$ cat src/rtl/core/tfd_pkg.sv
package tfd_pkg;

  localparam int unsigned BodyBytes = 15;
  localparam int unsigned IdW       = 7;
  localparam int unsigned SlotW     = 4;
  localparam int unsigned QDepth    = 2;
  localparam int unsigned QPtrW     = 1;
  localparam int unsigned QCntW     = 2;

  // frame positions
  localparam logic [SlotW-1:0] AuxPos    = 4'd15;
  localparam logic [SlotW-1:0] SyncPos   = 4'd3;
  localparam logic [SlotW-1:0] LastBody  = 4'd14;
  localparam logic [SlotW-1:0] FlushSlot = 4'd15;

  localparam logic [7:0] SyncFill = 8'hFF;
  localparam logic [7:0] SyncTail = 8'h7F;

  localparam logic [IdW-1:0] SourceIdReset = 7'd1;

  // configuration register indexes
  localparam logic RegTraceSourceId = 1'b0;

  typedef logic [BodyBytes-1:0][7:0] frame_body_t;

  typedef struct packed {
    frame_body_t body;
    logic [7:0]  aux;
    logic        frame_v;  // a complete frame is carried
    logic        eot;      // end of capture after this entry
  } frame_entry_t;

endpackage

$ cat src/rtl/core/tfd_front.sv
module tfd_front (
  input  logic                  clk_i,
  input  logic                  rst_ni,
  input  logic                  in_valid_i,
  output logic                  in_stall_o,
  input  logic [7:0]            in_byte_i,
  input  logic                  end_of_trace_i,
  input  logic                  q_full_i,
  output logic                  push_o,
  output tfd_pkg::frame_entry_t push_entry_o
);

  logic [tfd_pkg::SlotW-1:0] pos_q, pos_d;
  logic                      sync_q, sync_d;
  tfd_pkg::frame_body_t      store_q;
  logic                      accept;
  logic                      is_aux;
  logic                      is_sync;

  assign in_stall_o = q_full_i;
  assign accept     = in_valid_i && !q_full_i;
  assign is_aux     = (pos_q == tfd_pkg::AuxPos);
  assign is_sync    = (pos_q == tfd_pkg::SyncPos) && !sync_q &&
                      (store_q[0] == tfd_pkg::SyncFill) &&
                      (store_q[1] == tfd_pkg::SyncFill) &&
                      (store_q[2] == tfd_pkg::SyncFill) &&
                      (in_byte_i == tfd_pkg::SyncTail);

  assign push_o               = accept && (is_aux || end_of_trace_i);
  assign push_entry_o.body    = store_q;
  assign push_entry_o.aux     = in_byte_i;
  assign push_entry_o.frame_v = is_aux;
  assign push_entry_o.eot     = end_of_trace_i;

  always_comb begin
    pos_d  = pos_q;
    sync_d = sync_q;
    if (accept) begin
      priority if (is_aux) begin
        pos_d  = '0;
        sync_d = 1'b0;
      end else if (is_sync) begin
        // drop one separator at this boundary
        pos_d  = '0;
        sync_d = 1'b1;
      end else begin
        pos_d = pos_q + 1'b1;
      end
      if (end_of_trace_i) begin
        pos_d  = '0;
        sync_d = 1'b0;
      end
    end
  end

  always_ff @(posedge clk_i or negedge rst_ni) begin
    if (!rst_ni) begin
      pos_q  <= '0;
      sync_q <= 1'b0;
    end else begin
      pos_q  <= pos_d;
      sync_q <= sync_d;
    end
  end

  always_ff @(posedge clk_i) begin
    if (accept && !is_aux && !is_sync) begin
      store_q[pos_q] <= in_byte_i;
    end
  end

endmodule

$ cat src/rtl/core/tfd_queue.sv
module tfd_queue (
  input  logic                  clk_i,
  input  logic                  rst_ni,
  input  logic                  push_i,
  input  tfd_pkg::frame_entry_t push_entry_i,
  output logic                  full_o,
  input  logic                  pop_i,
  output logic                  empty_o,
  output tfd_pkg::frame_entry_t head_o
);

  tfd_pkg::frame_entry_t     mem_q [tfd_pkg::QDepth];
  logic [tfd_pkg::QPtrW-1:0] wr_ptr_q, rd_ptr_q;
  logic [tfd_pkg::QCntW-1:0] cnt_q;
  logic                      do_pop;

  assign full_o  = (cnt_q == tfd_pkg::QCntW'(tfd_pkg::QDepth));
  assign empty_o = (cnt_q == '0);
  assign head_o  = mem_q[rd_ptr_q];
  assign do_pop  = pop_i && !empty_o;

  always_ff @(posedge clk_i or negedge rst_ni) begin
    if (!rst_ni) begin
      wr_ptr_q <= '0;
      rd_ptr_q <= '0;
      cnt_q    <= '0;
    end else begin
      if (push_i) begin
        wr_ptr_q <= wr_ptr_q + 1'b1;
      end
      if (do_pop) begin
        rd_ptr_q <= rd_ptr_q + 1'b1;
      end
      unique case ({push_i, do_pop})
        2'b10:   cnt_q <= cnt_q + 1'b1;
        2'b01:   cnt_q <= cnt_q - 1'b1;
        default: cnt_q <= cnt_q;
      endcase
    end
  end

  always_ff @(posedge clk_i) begin
    if (push_i) begin
      mem_q[wr_ptr_q] <= push_entry_i;
    end
  end

endmodule

$ cat src/rtl/core/tfd_back.sv
module tfd_back (
  input  logic                     clk_i,
  input  logic                     rst_ni,
  input  logic [tfd_pkg::IdW-1:0]  trace_source_id_i,
  input  logic                     q_empty_i,
  input  tfd_pkg::frame_entry_t    head_i,
  output logic                     pop_o,
  output logic                     out_valid_o,
  input  logic                     out_stall_i,
  output logic [7:0]               out_byte_o,
  output logic                     last_of_frame_o
);

  logic [tfd_pkg::SlotW-1:0] slot_q, slot_d;
  logic [tfd_pkg::IdW-1:0]   cur_q, cur_d;
  logic                      defer_v_q, defer_v_d;
  logic [tfd_pkg::IdW-1:0]   defer_id_q, defer_id_d;
  logic                      hold_v_q, hold_v_d;
  logic [7:0]                hold_q, hold_d;
  logic                      out_v_q, out_v_d;
  logic [7:0]                out_q, out_d;
  logic                      last_q, last_d;

  logic       active;
  logic       flush;
  logic       emit;
  logic [7:0] emit_val;
  logic [7:0] cur_byte;
  logic       abit;
  logic       match;
  logic       move;
  logic       out_free;
  logic       step_ok;

  assign active   = !q_empty_i;
  assign flush    = active && (!head_i.frame_v || (slot_q == tfd_pkg::FlushSlot));
  assign cur_byte = (slot_q == tfd_pkg::FlushSlot) ? 8'h00 : head_i.body[slot_q];
  assign abit     = head_i.aux[slot_q[tfd_pkg::SlotW-1:1]];
  assign match    = (cur_q == trace_source_id_i);
  assign out_free = !out_v_q || !out_stall_i;

  // classify the current slot of the frame
  always_comb begin
    emit       = 1'b0;
    emit_val   = cur_byte;
    cur_d      = cur_q;
    defer_v_d  = defer_v_q;
    defer_id_d = defer_id_q;
    if (active && !flush) begin
      if (!slot_q[0]) begin
        if (cur_byte[0]) begin
          if ((slot_q == tfd_pkg::LastBody) || !abit) begin
            cur_d = cur_byte[7:1];
          end else begin
            // old id still owns the odd byte
            defer_v_d  = 1'b1;
            defer_id_d = cur_byte[7:1];
          end
        end else begin
          emit     = match;
          emit_val = {cur_byte[7:1], abit};
        end
      end else begin
        emit = match;
        if (defer_v_q) begin
          cur_d     = defer_id_q;
          defer_v_d = 1'b0;
        end
      end
    end
    if (flush && head_i.eot) begin
      cur_d = '0;
    end
  end

  assign move    = (emit || flush) && hold_v_q;
  assign step_ok = active && (!move || out_free);
  assign pop_o   = step_ok && flush;

  always_comb begin
    slot_d   = slot_q;
    hold_v_d = hold_v_q;
    hold_d   = hold_q;
    out_v_d  = out_v_q && out_stall_i;
    out_d    = out_q;
    last_d   = last_q;
    if (step_ok) begin
      slot_d = flush ? '0 : slot_q + 1'b1;
      if (move) begin
        out_v_d = 1'b1;
        out_d   = hold_q;
        last_d  = flush;
      end
      if (emit) begin
        hold_v_d = 1'b1;
        hold_d   = emit_val;
      end else if (flush) begin
        hold_v_d = 1'b0;
      end
    end
  end

  always_ff @(posedge clk_i or negedge rst_ni) begin
    if (!rst_ni) begin
      slot_q    <= '0;
      cur_q     <= '0;
      defer_v_q <= 1'b0;
      hold_v_q  <= 1'b0;
      out_v_q   <= 1'b0;
    end else begin
      slot_q    <= slot_d;
      hold_v_q  <= hold_v_d;
      out_v_q   <= out_v_d;
      if (step_ok) begin
        cur_q     <= cur_d;
        defer_v_q <= defer_v_d;
      end
    end
  end

  always_ff @(posedge clk_i) begin
    if (step_ok) begin
      defer_id_q <= defer_id_d;
    end
    hold_q <= hold_d;
    out_q  <= out_d;
    last_q <= last_d;
  end

  assign out_valid_o     = out_v_q;
  assign out_byte_o      = out_q;
  assign last_of_frame_o = last_q;

endmodule

$ cat src/rtl/core/trace_frame_deformatter_unit.sv
// channel   direction  handshake                     payload
// in        sink       in_valid_i / in_stall_o       in_byte_i, end_of_trace_i
// out       source     out_valid_o / out_stall_i     out_byte_o, last_of_frame_o
// cfg       apb slave  psel, penable, pwrite, pready paddr, pwdata, prdata
//
// the front takes one byte per cycle; a frame completed by its aux byte, or an
// end of capture, goes into a two-entry queue (input stalls while it is full)
// the back walks a frame one frame byte per cycle plus one flush slot,
// and flushes an end-of-capture entry with no frame without walking it; output stalls hold it
// the last byte of a frame waits in a hold register until the frame is walked
// reset clears position, source id, queue and output valid; trace id resets to 1
module trace_frame_deformatter_unit (
  input  logic        clk_i,
  input  logic        rst_ni,
  input  logic        in_valid_i,
  output logic        in_stall_o,
  input  logic [7:0]  in_byte_i,
  input  logic        end_of_trace_i,
  output logic        out_valid_o,
  input  logic        out_stall_i,
  output logic [7:0]  out_byte_o,
  output logic        last_of_frame_o,
  input  logic        psel,
  input  logic        penable,
  input  logic        pwrite,
  input  logic [2:0]  paddr,
  input  logic [31:0] pwdata,
  output logic [31:0] prdata,
  output logic        pready
);

  logic [tfd_pkg::IdW-1:0] trace_source_id_q;
  logic                    cfg_wr;
  logic                    reg_sel;

  logic                  push;
  tfd_pkg::frame_entry_t push_entry;
  logic                  q_full;
  logic                  q_empty;
  logic                  pop;
  tfd_pkg::frame_entry_t head;

  assign pready  = 1'b1;
  assign reg_sel = (paddr[2] == tfd_pkg::RegTraceSourceId);
  assign cfg_wr  = psel && penable && pwrite && reg_sel;
  assign prdata  = reg_sel ? {25'd0, trace_source_id_q} : 32'd0;

  always_ff @(posedge clk_i or negedge rst_ni) begin
    if (!rst_ni) begin
      trace_source_id_q <= tfd_pkg::SourceIdReset;
    end else if (cfg_wr) begin
      trace_source_id_q <= pwdata[tfd_pkg::IdW-1:0];
    end
  end

  tfd_front u_front (
    .clk_i          (clk_i),
    .rst_ni         (rst_ni),
    .in_valid_i     (in_valid_i),
    .in_stall_o     (in_stall_o),
    .in_byte_i      (in_byte_i),
    .end_of_trace_i (end_of_trace_i),
    .q_full_i       (q_full),
    .push_o         (push),
    .push_entry_o   (push_entry)
  );

  tfd_queue u_queue (
    .clk_i        (clk_i),
    .rst_ni       (rst_ni),
    .push_i       (push),
    .push_entry_i (push_entry),
    .full_o       (q_full),
    .pop_i        (pop),
    .empty_o      (q_empty),
    .head_o       (head)
  );

  tfd_back u_back (
    .clk_i             (clk_i),
    .rst_ni            (rst_ni),
    .trace_source_id_i (trace_source_id_q),
    .q_empty_i         (q_empty),
    .head_i            (head),
    .pop_o             (pop),
    .out_valid_o       (out_valid_o),
    .out_stall_i       (out_stall_i),
    .out_byte_o        (out_byte_o),
    .last_of_frame_o   (last_of_frame_o)
  );

endmodule
$ cat config.mk
export PLATFORM = sky130hd
export DESIGN_NAME = trace_frame_deformatter_unit
export DESIGN_NICKNAME = d
export VERILOG_FILES = /design/src/rtl/core/tfd_pkg.sv /design/src/rtl/core/tfd_front.sv /design/src/rtl/core/tfd_queue.sv /design/src/rtl/core/tfd_back.sv /design/src/rtl/core/trace_frame_deformatter_unit.sv
export SDC_FILE = /design/constraint.sdc
export NUM_CORES = 1
export LEC_CHECK = 0
export BUFFER_PORTS_ARGS = -buffer_cell sky130_fd_sc_hd__buf_2
export CAP_MARGIN = 10
export CORE_MARGIN = 2
export CORE_UTILIZATION = 35
export CTS_CLUSTER_SIZE = 16
export DETAILED_ROUTE_END_ITERATION = 12
export PLACE_DENSITY = 0.6
export SYNTH_ARGS = -nofsm -noshare
export SYNTH_HDL_FRONTEND = slang
export SYNTH_SLANG_ARGS = --single-unit
$ cat constraint.sdc
create_clock -name clk_i -period 20.9 [get_ports clk_i]
set_input_delay 1.045 -clock clk_i [delete_from_list [all_inputs] [get_ports clk_i]]
set_output_delay 1.045 -clock clk_i [all_outputs]
set_load 0.005 [all_outputs]
# Word-level counts from Yosys, hierarchy flattened
# Memories as Yosys holds them, arrays and structs flattened.
# Index checks and enable logic that the tools add are counted.
# W data, S select, Z words.
# classes
addsub	6
magnitude_cmp	4
n_eq_ne	14
muxes	38
n_bitwise	3
reduce_logical	53
# ops
op	count
$bwmux W120	1
$mux W7	7
$bmux W8 S4	1
$demux W8 S4	1
$eq A8 B8 Y1 const B	3
$mux W8	3
$logic_and A1 B1 Y1	21
$mux W1	19
$mux W4	4
$eq A4 B4 Y1 const B	3
$logic_not A1 Y1	11
$lt A4 B5 Y1 const B	2
$reduce_and A5 Y1	2
$reduce_bool A3 Y1	3
$add A4 B1 Y4 const B	2
$eq A8 B7 Y1 const B	1
$reduce_and A2 Y1	4
$reduce_bool A2 Y1	4
$eq A7 B7 Y1	1
$logic_or A1 B1 Y1	6
$eq A2 B2 Y1 const B	2
$eq A4 B2 Y1 const B	1
$ge A4 B1 Y1 const B	1
$lt A3 B4 Y1 const B	1
other kinds (11)	14
# totals
ff_bits	174
ram_bits	260
inputBits	51
output_inout_bits	44
elab_cells	149
n_memories	1
# mem_list
memory	depth	word_bits	read_ports	rd_ports_with_merged_regs	write_ports	line_no	rtl
u_queue.mem_q	2	130	1	0	1	tfd_queue.sv:12	tfd_pkg::frame_entry_t mem_q [tfd_pkg::QDepth];

# Longest topological paths before layout
# An unclocked memory read counts as a cell.
# depth
depth_word	16
mapped_depth	11
mapped_depth_nobuf	9

# Hierarchy
# A second synthesis with hierarchy kept.
# hier_totals
cells_unflattened	915
hier_area_um2	17610.6
# by_module_without_submodules
module	instances	cells_per_inst	area_per_inst_um2	seq_area_each_um2
tfd_queue	1	422	9947.0	7907.6
tfd_front	1	200	4282.9	3728.6
tfd_back	1	243	2837.7	1071.0
trace_frame_deformatter_unit	1	50	543.0	176.4

# Least setup slack after synthesis
# Ideal clock, no wire load.
# synth_timing
kind	input -> register
start	input in_valid_i
end	memory u_queue.mem_q[0][0] (netlist name) (enable)
setup_time_ns	0.621
arrival_time_ns	6.806
required_ns	20.279
slack_ns	13.472
stages	3
path_buffers	0
path_cell_list	and2_1 > o21ai_1 > nor2_1
# synth_between
elab_chain_cells	4
# synth_rtl
item	line_no	rtl
start, declared	trace_frame_deformatter_unit.sv:15	input logic in_valid_i,
$logic_and A1 B1 Y1	tfd_front.sv:21	assign accept = in_valid_i && !q_full_i;
$logic_and A1 B1 Y1	tfd_front.sv:29	assign push_o = accept && (is_aux || end_of_trace_i);
$mux W1	tfd_queue.sv:43	if (push_i) begin
$mux W1 (not written as such)	tfd_queue.sv:44	mem_q[wr_ptr_q] <= push_entry_i;
end, declared	tfd_queue.sv:12	
# No other way between the ends.

# Worst setup path in the final report
# layout_timing
start	register u_queue.rd_ptr_q
end	register u_back.hold_q[1] (enable)
# layout_between
elab_chain_cells	13
elab_cells_between_ends	18
classes_between	mux: 6; reduce/logical: 11; memory: 1
# layout_rtl
item	line_no	rtl
start, declared	tfd_queue.sv:13	logic [tfd_pkg::QPtrW-1:0] wr_ptr_q, rd_ptr_q;
start signal, assigned	tfd_queue.sv:32	rd_ptr_q <= rd_ptr_q + 1'b1;
$mem_v2 Z2 W130 *	n/a	
$bmux W8 S4 / $logic_not A1 Y1 (equally long branches)	tfd_back.sv:37, tfd_back.sv:36	
$mux W8 (not written as such) / $logic_or A1 B1 Y1 (equally long branches)	tfd_back.sv:37, tfd_back.sv:36	
$mux W8 / $logic_and A1 B1 Y1 (equally long branches)	tfd_back.sv:37, tfd_back.sv:36	
$mux W1 / $logic_not A1 Y1 (equally long branches)	tfd_back.sv:51, tfd_back.sv:49	
$mux W1 / $logic_and A1 B1 Y1 (equally long branches)	tfd_back.sv:50, tfd_back.sv:49	
$mux W1	tfd_back.sv:49	if (active && !flush) begin
$logic_or A1 B1 Y1	tfd_back.sv:76	assign move = (emit || flush) && hold_v_q;
$logic_and A1 B1 Y1	tfd_back.sv:76	
$logic_not A1 Y1	tfd_back.sv:77	assign step_ok = active && (!move || out_free);
$logic_or A1 B1 Y1	tfd_back.sv:77	
$logic_and A1 B1 Y1	tfd_back.sv:77	
$reduce_and A2 Y1 (no line) *	n/a	
end signal, assigned	tfd_back.sv:125	hold_q <= hold_d;
end, declared	tfd_back.sv:19	logic [7:0] hold_q, hold_d;
# Every way passes the cells marked *; elsewhere a longest branch is shown, timed or not. The select of a mux whose other input is x is not followed.
# A chain may end at the register's enable or synchronous reset.

==> qor.csv <==
stage;metric;value;unit
global_route;grt_pass1_wl;47800;um
global_route;grt_start_max_net_pins;68;
routing;drc;0;
placed_design;io_buffers;41;
finish;stdcell_area;18800;sq um
sta;max_freq;251;MHz
finish;fin_nets;949;
worst_setup_path;worst_ep_arrival_time;4150;ps
logic_synthesis;synthTopCellsByCount;edfxtp_1, mux4_2, nor2_1;
finish;area_delta_synth_final;13.6;%
routing;vias_per_cell;4.93;
global_route;grt_antenna_before_repair;1;
clock_tree;clock_path_buffers;3;
sta;fin_crit;3990;ps
worst_setup_path;max_stage_delay;940;ps
global_route;grtUsageTotal;13.0;%
die;num_rows;79;
pwr;cellLeakagePower;0.00622;uW
sta;period_share;19.1;%
placed_design;dpl_cell_area;17400;sq um
logic_synthesis;synth-edff-count;404;
sta;finalWorstSetupSlack;16910;ps
clock_tree;clkLatencyLatePin;540;ps
logic_synthesis;netlist_area;16500;sq um
finish;drive_gt1_share;24.2;%
worst_setup_path;worstPathMaxFanout;41;
worst_hold_path;worstHoldPathType;flip-flop to flip-flop;
finish;diodes;0;
sta;relSlewSlack;23.8;%
logic_synthesis;post-synth-top-area-fraction;73.4;%
logic_synthesis;synth_top_area_cell;edfxtp_1;
global_route;grtUsageMet2;21.3;%
clock_tree;cts-resized-gates;0;
finish;multi_input_area;3330;sq um
logic_synthesis;postSynth.asyncResetShare;6.91;%
routing;drtIter0Drc;760;
logic_synthesis;yosysUniqueCellTypes;56;
global_route;gr-usage-met3;2.67;%
die;die_y;221;um
job;max_cap_viol_count;0;
global_route;overflow;0;
sta;rsz0062_at_grt;no;
routing;avgRoutedWirePerCell;20.9;um
sta;fin_setup_tns;0;ps
worst_setup_path;path_buf_inv;1;
global_route;grt_pass1_vias;7700;
clock_tree;cts_tree;built;
clock_tree;cts.reportedPaths.clkPinSlew;60;ps
sta;finalHoldViolations;0;
worst_setup_path;critical-path-top-delay-family;simple AND/OR/NAND/NOR gates;
logic_synthesis;yosysSeqAreaShare;78.0;%
worst_setup_path;crit_chain;buf_4 > mux2i_1 > a221oi_2 > a22oi_2 > nand3_2 > or2_2 > nor2_1;
routing;num_vias;7528;
logic_synthesis;ys_ff_latch;434;
global_route;top_usage_layer;met2;
worst_setup_path;cp_slowest_cell;dfrtp_4;
finish;fin_util;40.3;%
sta;finalSetupViolCount;0;
logic_synthesis;ys_warn_count;0;
clock_tree;cts_inserted_buffers;43;
logic_synthesis;synth_cells;817;
die;die_area;49000;sq um
logic_synthesis;synth.area.top_cells;edfxtp_1, mux4_2, dfrtp_1;
clock_tree;clock-sinks;434;
sta;finClkSkew;6.98;ps
logic_synthesis;yosysMostFrequentCell;edfxtp_1;
clock_tree;cts-root-buf;clkbuf_16;
sta;hold_slack;418;ps
clock_tree;cts_hold_buf;0;
finish;final-seq-area;12900;sq um
routing;firstDrtPassIters;5;
die;core_area;46600;sq um
placed_design;gp_congestion;0.750;
worst_setup_path;start_kind;flip-flop;
die;die_x;221;um
worst_setup_path;setup.worst_path.end_class;flip-flop;
die;initial_core_util;35.5;%
placed_design;post-place-ws;16830;ps
placed_design;dp_hpwl;18900;um
worst_setup_path;path_class;flip-flop to flip-flop;
logic_synthesis;ys.flop_type;edfxtp_1;
worst_setup_path;cp.required;21060;ps
finish;fill_cells;4076;
routing;wirelength;31800;um
clock_tree;cts_htree_levels;2;
pwr;irDropWorstVdd;0.0646;mV
logic_synthesis;avgSynthCellArea;20.2;sq um
pwr;power.density;128;nW/um^2
sta;tightest_slew;1140;ps
clock_tree;postCtsSetupRepairBufs;0;
run_status;status;complete, no violations;
global_route;grt_util_met1;17.7;%
routing;ant_nets;0;
sta;slew_violations;0;
die;pin_count;95;
-- worst paths after layout --
path / from / end / slack, ps / cells after the start
max: u_queue.rd_ptr_q$_DFFE_PN0P_ / u_back.hold_q[1]$_DFFE_PP_ / 16910 / 7
min: u_back.hold_q[7]$_DFFE_PP_ / u_back.out_byte_o[7]$_DFFE_PP_ / 420 / 0
max reg2reg: u_queue.rd_ptr_q$_DFFE_PN0P_ / u_back.hold_q[1]$_DFFE_PP_ / 16910 / 7
min reg2reg: u_back.hold_q[7]$_DFFE_PP_ / u_back.out_byte_o[7]$_DFFE_PP_ / 420 / 0
max in group asynchronous: rst_ni / u_back.slot_q[0]$_DFFE_PN0N_ / 19720 / 1
min in group asynchronous: rst_ni / trace_source_id_q[3]$_DFFE_PN0P_ / 590 / 1
-- state kept, by name, summed over array words and instances, names as in the netlist --
register / count
u_back.hold_v_q: 1
u_back.defer_v_q: 1
u_queue.wr_ptr_q: 1
u_front.pos_q: 4
u_back.defer_id_q: 7
u_front.sync_q: 1
u_queue.mem_q: 260
trace_source_id_q: 7
u_queue.cnt_q: 2
u_back.out_valid_o: 1
u_back.out_byte_o: 8
u_front.push_entry_o: 120
u_back.hold_q: 8
u_queue.rd_ptr_q: 1
u_back.cur_q: 7
u_back.last_of_frame_o: 1
u_back.slot_q: 4
-- cell families (layout without fill, tap and decap cells) --
group	Yosys count	count (layout)	share of synthesized area (%)
muxes	113	113	11.8
buffers and inverters	66	145	2.53
other	2	26	0.0454
xor gates and xnor gates	13	13	0.689
adders and majority gates	7	7	0.530
and+or+nand+nor	122	122	3.79
AOI/OAI and AO/OA	60	60	2.61
DFF	434	434	78.0
-- report_power, final --
group          total [uW]  switching (uW)  leakage (uW)  internal [uW]
Clock                 767             307      0.000694            460
Combinational         507             278       0.00148            230
Sequential           1140            68.4       0.00405           1070
-- routing by layer --
layer	share of wire (%)	wire (um)	up-vias
met3	6.6	2110	50
met4	1.8	582	2
li1	-	-	3359
met5	0.035	11	-
met2	49	15500	227
met1	43	13600	3890
-- placed cells by master (no fill, tap or decap), types with 4 or more instances in the layout --
| cell type | n |
|---|---|
| xor2_1 | 8 |
| clkbuf_16 | 45 |
| bufinv_16 | 5 |
| nor4_1 | 4 |
| o21ai_1 | 13 |
| mux2_2 | 23 |
| buf_4 | 19 |
| mux4_2 | 58 |
| inv_1 | 11 |
| nand2b_1 | 9 |
| xnor2_1 | 5 |
| nand2_1 | 23 |
| mux2i_1 | 20 |
| edfxtp_1 | 404 |
| conb_1 | 26 |
| nor2_1 | 30 |
| clkbuf_1 | 9 |
| clkinv_2 | 10 |
| mux2_1 | 6 |
| nand4_1 | 7 |
| buf_2 | 41 |
| nand3_1 | 6 |
| nor2b_1 | 10 |
| nor3_1 | 9 |
| o21ai_0 | 10 |
| ha_1 | 7 |
| a221oi_1 | 6 |
| and2_1 | 7 |
| dfrtp_1 | 27 |
| a21oi_1 | 6 |
-- layout make-up --
type,count,area share [%]
sequential,434,68.7
clock buffer,56,6.32
multi-input combinational,341,17.8
timing repair buffer,60,1.85
clock inverter,18,1.13
inverter,11,0.220
tap,607,4.05
-- stage by stage --
step,instances,total power [uW]
final,1527,2410
after global routing,1527,2530
after CTS,1527,2440
after detailed placement,1453,1670
after global placement,1453,1660
after floorplan,841,1530
(Power assumes the default switching activity.)
